**config.mk**
```make
export PLATFORM = sky130hd
export DESIGN_NAME = pte_cell
export DESIGN_NICKNAME = d
export VERILOG_FILES = /design/src/hdl/polynomial_term_engine_assert.svh /design/src/hdl/pte_pkg.sv /design/src/hdl/pte_cell.sv
export SDC_FILE = /design/constraint.sdc
export NUM_CORES = 2
export LEC_CHECK = 0
export ABC_CLOCK_PERIOD_IN_PS = 11200
export BUFFER_PORTS_ARGS = -buffer_cell sky130_fd_sc_hd__clkbuf_2
export CORE_ASPECT_RATIO = 0.7
export CORE_MARGIN = 10
export CORE_UTILIZATION = 50
export DETAILED_ROUTE_END_ITERATION = 12
export PLACE_DENSITY_LB_ADDON = 0.1
export SYNTH_ARGS = -nofsm -noshare
export SYNTH_HDL_FRONTEND = slang
export SYNTH_SLANG_ARGS = --single-unit
```
**constraint.sdc**
```tcl
create_clock -name clk -period 11.2 [get_ports clk]
set_input_delay 2.24 -clock clk [delete_from_list [all_inputs] [get_ports clk]]
set_output_delay 2.24 -clock clk [all_outputs]
set_load 0.1 [all_outputs]
```
**src/hdl/polynomial_term_engine_assert.svh**
```systemverilog
// Assertion macros for the polynomial term engine.
`ifndef POLYNOMIAL_TERM_ENGINE_ASSERT_SVH
`define POLYNOMIAL_TERM_ENGINE_ASSERT_SVH
`ifndef NO_ASSERTIONS
`define PTE_ASSERT_IMPL(label, ante, cons) \
	label: assert property (@(posedge clk) disable iff (!arst_n) (ante) |-> (cons)) \
		else $error("assertion failed");
`define PTE_ASSERT_NEXT(label, ante, cons) \
	label: assert property (@(posedge clk) disable iff (!arst_n) (ante) |=> (cons)) \
		else $error("assertion failed");
`else
`define PTE_ASSERT_IMPL(label, ante, cons)
`define PTE_ASSERT_NEXT(label, ante, cons)
`endif
`endif

```
**src/hdl/pte_pkg.sv**
```systemverilog
// ----------------------------------------------------------------------------
// pte_pkg
// Types, op codes and constants of the polynomial term engine.
// ----------------------------------------------------------------------------
package pte_pkg;
	localparam int MaxDegree = 63;
	localparam int NCoef = MaxDegree + 1;
	localparam int IdxW = $clog2(NCoef);
	localparam int CntW = $clog2(NCoef + 1);

	typedef enum logic [2:0] {
		OP_ADD_TERM  = 3'd0,
		OP_LOAD_TERM = 3'd1,
		OP_ADD       = 3'd2,
		OP_SUB       = 3'd3,
		OP_SCALE     = 3'd4,
		OP_MUL       = 3'd5,
		OP_CLEAR     = 3'd6,
		OP_QUERY     = 3'd7
	} op_t;

	// Command broadcast to every cell in one cycle.
	typedef struct packed {
		logic       rot;      // rotate both stores by one cell
		logic       acc_a;    // current += operand (sub: minus)
		logic       sub;
		logic       scl;      // current *= factor
		logic       clr_cur;
		logic       clr_opd;
		logic       clr_prd;
		logic       shift_p;  // product <= lower neighbor + cur * broadcast
		logic       ld_cur;   // current <= product
	} cell_cmd_t;
endpackage

```
**src/hdl/pte_cell.sv**
```systemverilog
// ----------------------------------------------------------------------------
// pte_cell
// One coefficient slot: current, operand and product words.
// ----------------------------------------------------------------------------
module pte_cell
	import pte_pkg::*;
(
	input  logic        clk,
	input  logic        arst_n,
	input  cell_cmd_t   cmd,
	input  logic        hit,       // this cell is the addressed power
	input  logic        hit_opd,
	input  logic [31:0] term,
	input  logic [31:0] bcast,     // scale factor or operand word for multiply
	input  logic [31:0] cur_nb,    // neighbor words for rotate
	input  logic [31:0] opd_nb,
	input  logic [31:0] prd_nb,    // lower neighbor product for shift
	output logic [31:0] cur,
	output logic [31:0] opd,
	output logic [31:0] prd
);
	logic [31:0] cur_q, opd_q, prd_q;
	logic [31:0] prod;

	assign prod = cur_q * bcast;

	always_ff @(posedge clk or negedge arst_n) begin
		if (!arst_n) begin
			cur_q <= '0;
			opd_q <= '0;
			prd_q <= '0;
		end else begin
			if (cmd.clr_cur) cur_q <= '0;
			else if (cmd.ld_cur) cur_q <= prd_q;
			else if (cmd.rot) cur_q <= cur_nb;
			else if (cmd.scl) cur_q <= prod;
			else if (cmd.acc_a) cur_q <= cmd.sub ? cur_q - opd_q : cur_q + opd_q;
			else if (hit) cur_q <= cur_q + term;

			if (cmd.clr_opd) opd_q <= '0;
			else if (cmd.rot) opd_q <= opd_nb;
			else if (hit_opd) opd_q <= opd_q + term;

			if (cmd.clr_prd) prd_q <= '0;
			else if (cmd.shift_p) prd_q <= prd_nb + prod;
		end
	end

	assign cur = cur_q;
	assign opd = opd_q;
	assign prd = prd_q;
endmodule
```
==> out/results.txt <==
The flow ran to the end, and the final reports show no timing, DRC or antenna violations. By startpoint and endpoint, the worst setup path is classified as primary input to flop. The tools report the total die area as 63200 sq um. Derived from the worst setup path, the maximum achievable clock frequency is 93.9 MHz. After the last flow step, the layout net total stands at 4120. The commonest register cell after synthesis was dfrtp_1. Setup repair after global routing left no endpoint under its margin. Setup violations remaining at the end of the flow were counted as 0.

From bottom edge to top edge, the die measures 213 um. The number of antenna violations at the first check in global routing came out at 11. In the global route stage, overall resource usage came out at 28.7%. The count of mapped cells out of synthesis came out at 3150. For the pin with the worst max-slew slack, the measured transition is 1.06 ns. Measured against the total synthesized area, the mux share comes to 1.89%.

Once detail routing completed, the nets flagged for antenna violations numbered 0. The synthesized netlist devotes 19.2% of its cell area to simple gates. In this design, the stage delay of the slowest critical-path cell is 0.57 ns. In the final layout, the share of cells above drive strength 1 is 11.4%.

TritonCTS built the clock tree. The number of enable flip-flop cells after synthesis works out to 0. Counting the buffers created by CTS gives 9. Summing the areas of all compound-gate instances in the mapped netlist gives 13.3% of the synthesized area.

The placer's final routability congestion estimate came out at 0.923. Sequential elements use 9.00% of the synthesized area. The run gives 3991 as the cell count after placement.

The clock drives 96 sinks. Critical path capture point type: a flop. The iteration-0 DRC count of the detailed router was 1910; the deepest clock path buffer count was 2. The most prevalent standard cell on the critical path is fa_1. Adder and majority gate portion of the synthesized area: 41.0%. For the cell area after synthesis, the log shows 26700 sq um. The via-per-instance ratio works out to 5.74. For the reported max-cap violation count, the log shows 0. For this run, design rule violations remaining after detail routing come to 0. The slowest stage of the critical path is the fa_1 cell. Data arrives at the worst endpoint at 10.91 ns. Minimum period implied by the final worst setup slack: 10.65 ns.

The final layout contains routed wiring with a total length of 90200 um. The run gives 0 as the number of max-slew violations in the final report. Once the floorplan was initialized, standard cells occupied 50.8% of the core.

Entering global routing, the biggest net connects 66 pins. Data on the critical path is required at its endpoint by 11.46 ns. The share of flip-flops with an asynchronous set or reset is 100%. The area growth from synthesis to layout was 8.38%. The first detailed-routing pass took 5 iterations. The tools report the boundary pin count as 269. The wire-length estimate of the detail-placed layout is 74700 um. Counting flops and latches in the post-synthesis netlist gives 96. The synthesized netlist contains 91 unique library cells.

For the final critical-path setup slack, the log shows 0.546 ns. Clock-pin slew was measured on the worst setup and hold paths at 0.09 ns. The setup slack after placement was 0.271 ns. For this run, the number of Yosys warnings is 0.

After clock tree synthesis, the setup repair step added 0 buffers. In the finished design, the share of the clock period the worst path needs comes to 95.1%. The finished layout holds 4011 standard cells, fillers aside. Dominant combinational cell family by area after synthesis: adder cells.

The number of cells on the worst reg-to-reg path is 32. The total core area was 52600 sq um; the count of input and output buffers was 268. For the row count, the log shows 70. The root buffer cell chosen for the clock tree is clkbuf_16. The H-tree was split into 3 levels. The synthesized area per cell came out at 8.48 sq um. The tools report the kind of start point of the critical path as a primary input. Along the worst hold path, the cell count comes to 2. For the final clock skew, the log shows 0.0186 ns.

The final total negative setup slack was 0 ns. The tightest slew margin relative to the limit was 29.0%. The detailed-route via count came out at 23.0k. After detailed routing, the average wire length per cell comes to 22.5 um.

The path class of the tightest hold or removal check is flop to flop. For the worst-skew pair, the clock arrives at the later sink with an insertion delay of 0.40 ns. From left edge to right edge, the die measures 296 um.

In this run the worst path has a maximum fanout of 27. The first global-routing pass estimated 140000 um of wire. The number of nets in the synthesized netlist came out at 3952.

Buffers inserted to repair hold after CTS numbered 0. For the count of endpoints failing hold in the final timing report, the log shows 0. Of the total synthesized cell area, the portion taken by XOR and XNOR cells is 7.16%.

The logs give 0 for the post-CTS resize count and 23.9k for the number of global-route vias before repair. The tools report the overflow left after global routing as 0.
-- per-stage QoR --
stage,util (%),hold slack [ns],cell area [sq um]
after floorplan,-,1.01,26700
after global placement,54.5,0.568,28600
after detailed placement,54.5,0.582,28600
after CTS,55.1,0.600,28900
after global routing,55.1,0.618,28900
final,55.1,0.592,28900
-- metal layers --
layer | share of wire, % | routed length (um) | track usage, % | vias to the layer above
li1 | - | - | - | 10464
met1 | 45 | 40400 | 40.9 | 11488
met2 | 43 | 39000 | 43.1 | 961
met3 | 10 | 9240 | 8.06 | 109
met4 | 1.7 | 1570 | 5.82 | 8
met5 | 0.059 | 53 | 0 | -
-- logic make-up (layout without fill, tap and decap cells) --
| kind of cell | count (synthesis) | count (layout) |
|---|---|---|
| AO/OA/AOI/OAI | 533 | 533 |
| multiplexers | 50 | 50 |
| buffers and inverters | 596 | 769 |
| flip-flops | 96 | 96 |
| XOR/XNOR | 215 | 215 |
| other | 0 | 4 |
| AND/OR/NAND/NOR | 1031 | 1031 |
| adder cells (fa/ha/maj) | 629 | 629 |
-- path summary, 6_finish.rpt --
kind / start / to / slack (ns)
max: bcast[5] / prd[31]$_DFFE_PN0P_ / 0.55
max in group asynchronous: arst_n / cur[8]$_DFFE_PN0P_ / 8.07
max reg2reg: cur[13]$_DFFE_PN0P_ / prd[31]$_DFFE_PN0P_ / 1.68
min in group asynchronous: arst_n / opd[14]$_DFFE_PN0P_ / 1.81
min: prd[13]$_DFFE_PN0P_ / prd[13]$_DFFE_PN0P_ / 0.59
min reg2reg: prd[13]$_DFFE_PN0P_ / prd[13]$_DFFE_PN0P_ / 0.59
-- final cells by class --
class	count	area, sq um
flip-flops and latches	96	2400
well taps	684	856
diodes	4	10.0
multi-input cells	2458	22100
fillers	4964	23600
inverters	447	1680
clock buffers	9	225
clock inverters	7	72.6
repair buffers	306	1630
-- cell usage in the layout, fill, tap and decap left out, types with 45 or more instances in the layout --
cell type and instances:
nor2_1 190, mux2i_1 47, fa_1 411, and2_1 281
clkbuf_2 266, a21o_1 45, inv_1 445, dfrtp_1 94
ha_1 218, nand2_1 359, xor2_1 71, o21ai_0 109
xnor2_1 141, a21oi_1 166
-- synthesized netlist by cell type (all sizes together) (4+ instances only) --
library cell / n / share of area [%]
o31a: 6 / 0.20
a41oi: 5 / 0.16
o21ai: 126 / 2.4
and3: 8 / 0.19
nand4: 8 / 0.19
nand3: 32 / 0.64
o311ai: 4 / 0.22
xor2: 71 / 2.3
a211oi: 26 / 0.81
inv: 445 / 6.3
and2: 281 / 6.6
o21a: 22 / 0.62
nor3: 35 / 0.71
fa: 411 / 31
ha: 218 / 10
a31oi: 8 / 0.23
o31ai: 11 / 0.42
xnor2: 143 / 4.7
clkbuf: 134 / 1.9
a22oi: 8 / 0.22
nor4: 16 / 0.58
or4: 6 / 0.17
o211ai: 16 / 0.47
o22ai: 7 / 0.16
a311oi: 4 / 0.13
a21oi: 169 / 3.2
mux2i: 47 / 1.8
nand2: 359 / 5.0
o21bai: 11 / 0.31
nor3b: 6 / 0.17
buf: 15 / 0.22
dfrtp: 96 / 9.0
a211o: 7 / 0.23
or3: 18 / 0.42
nor2: 190 / 2.7
nand2b: 29 / 0.71
a32o: 5 / 0.19
or2: 11 / 0.26
nor2b: 20 / 0.47
a221oi: 6 / 0.22
a21o: 45 / 1.3
a2111oi: 12 / 0.60
a22o: 16 / 0.52
-- registers in the layout (all words and copies together) (netlist names) --
| name | count |
|---|---|
| opd | 32 |
| cur | 32 |
| prd | 32 |
-- critical path: cells and delay by family --
family	cells	cell delay [ns]
mux	1	0.14
buf+inv	5	0.57
fa+ha+maj	10	4.83
xor+xnor	2	0.48
compound gates	11	2.04
simple gates	3	0.59
Power is not shown: default switching activity piles up to over one toggle a cycle in this logic, so the estimate is an artifact.
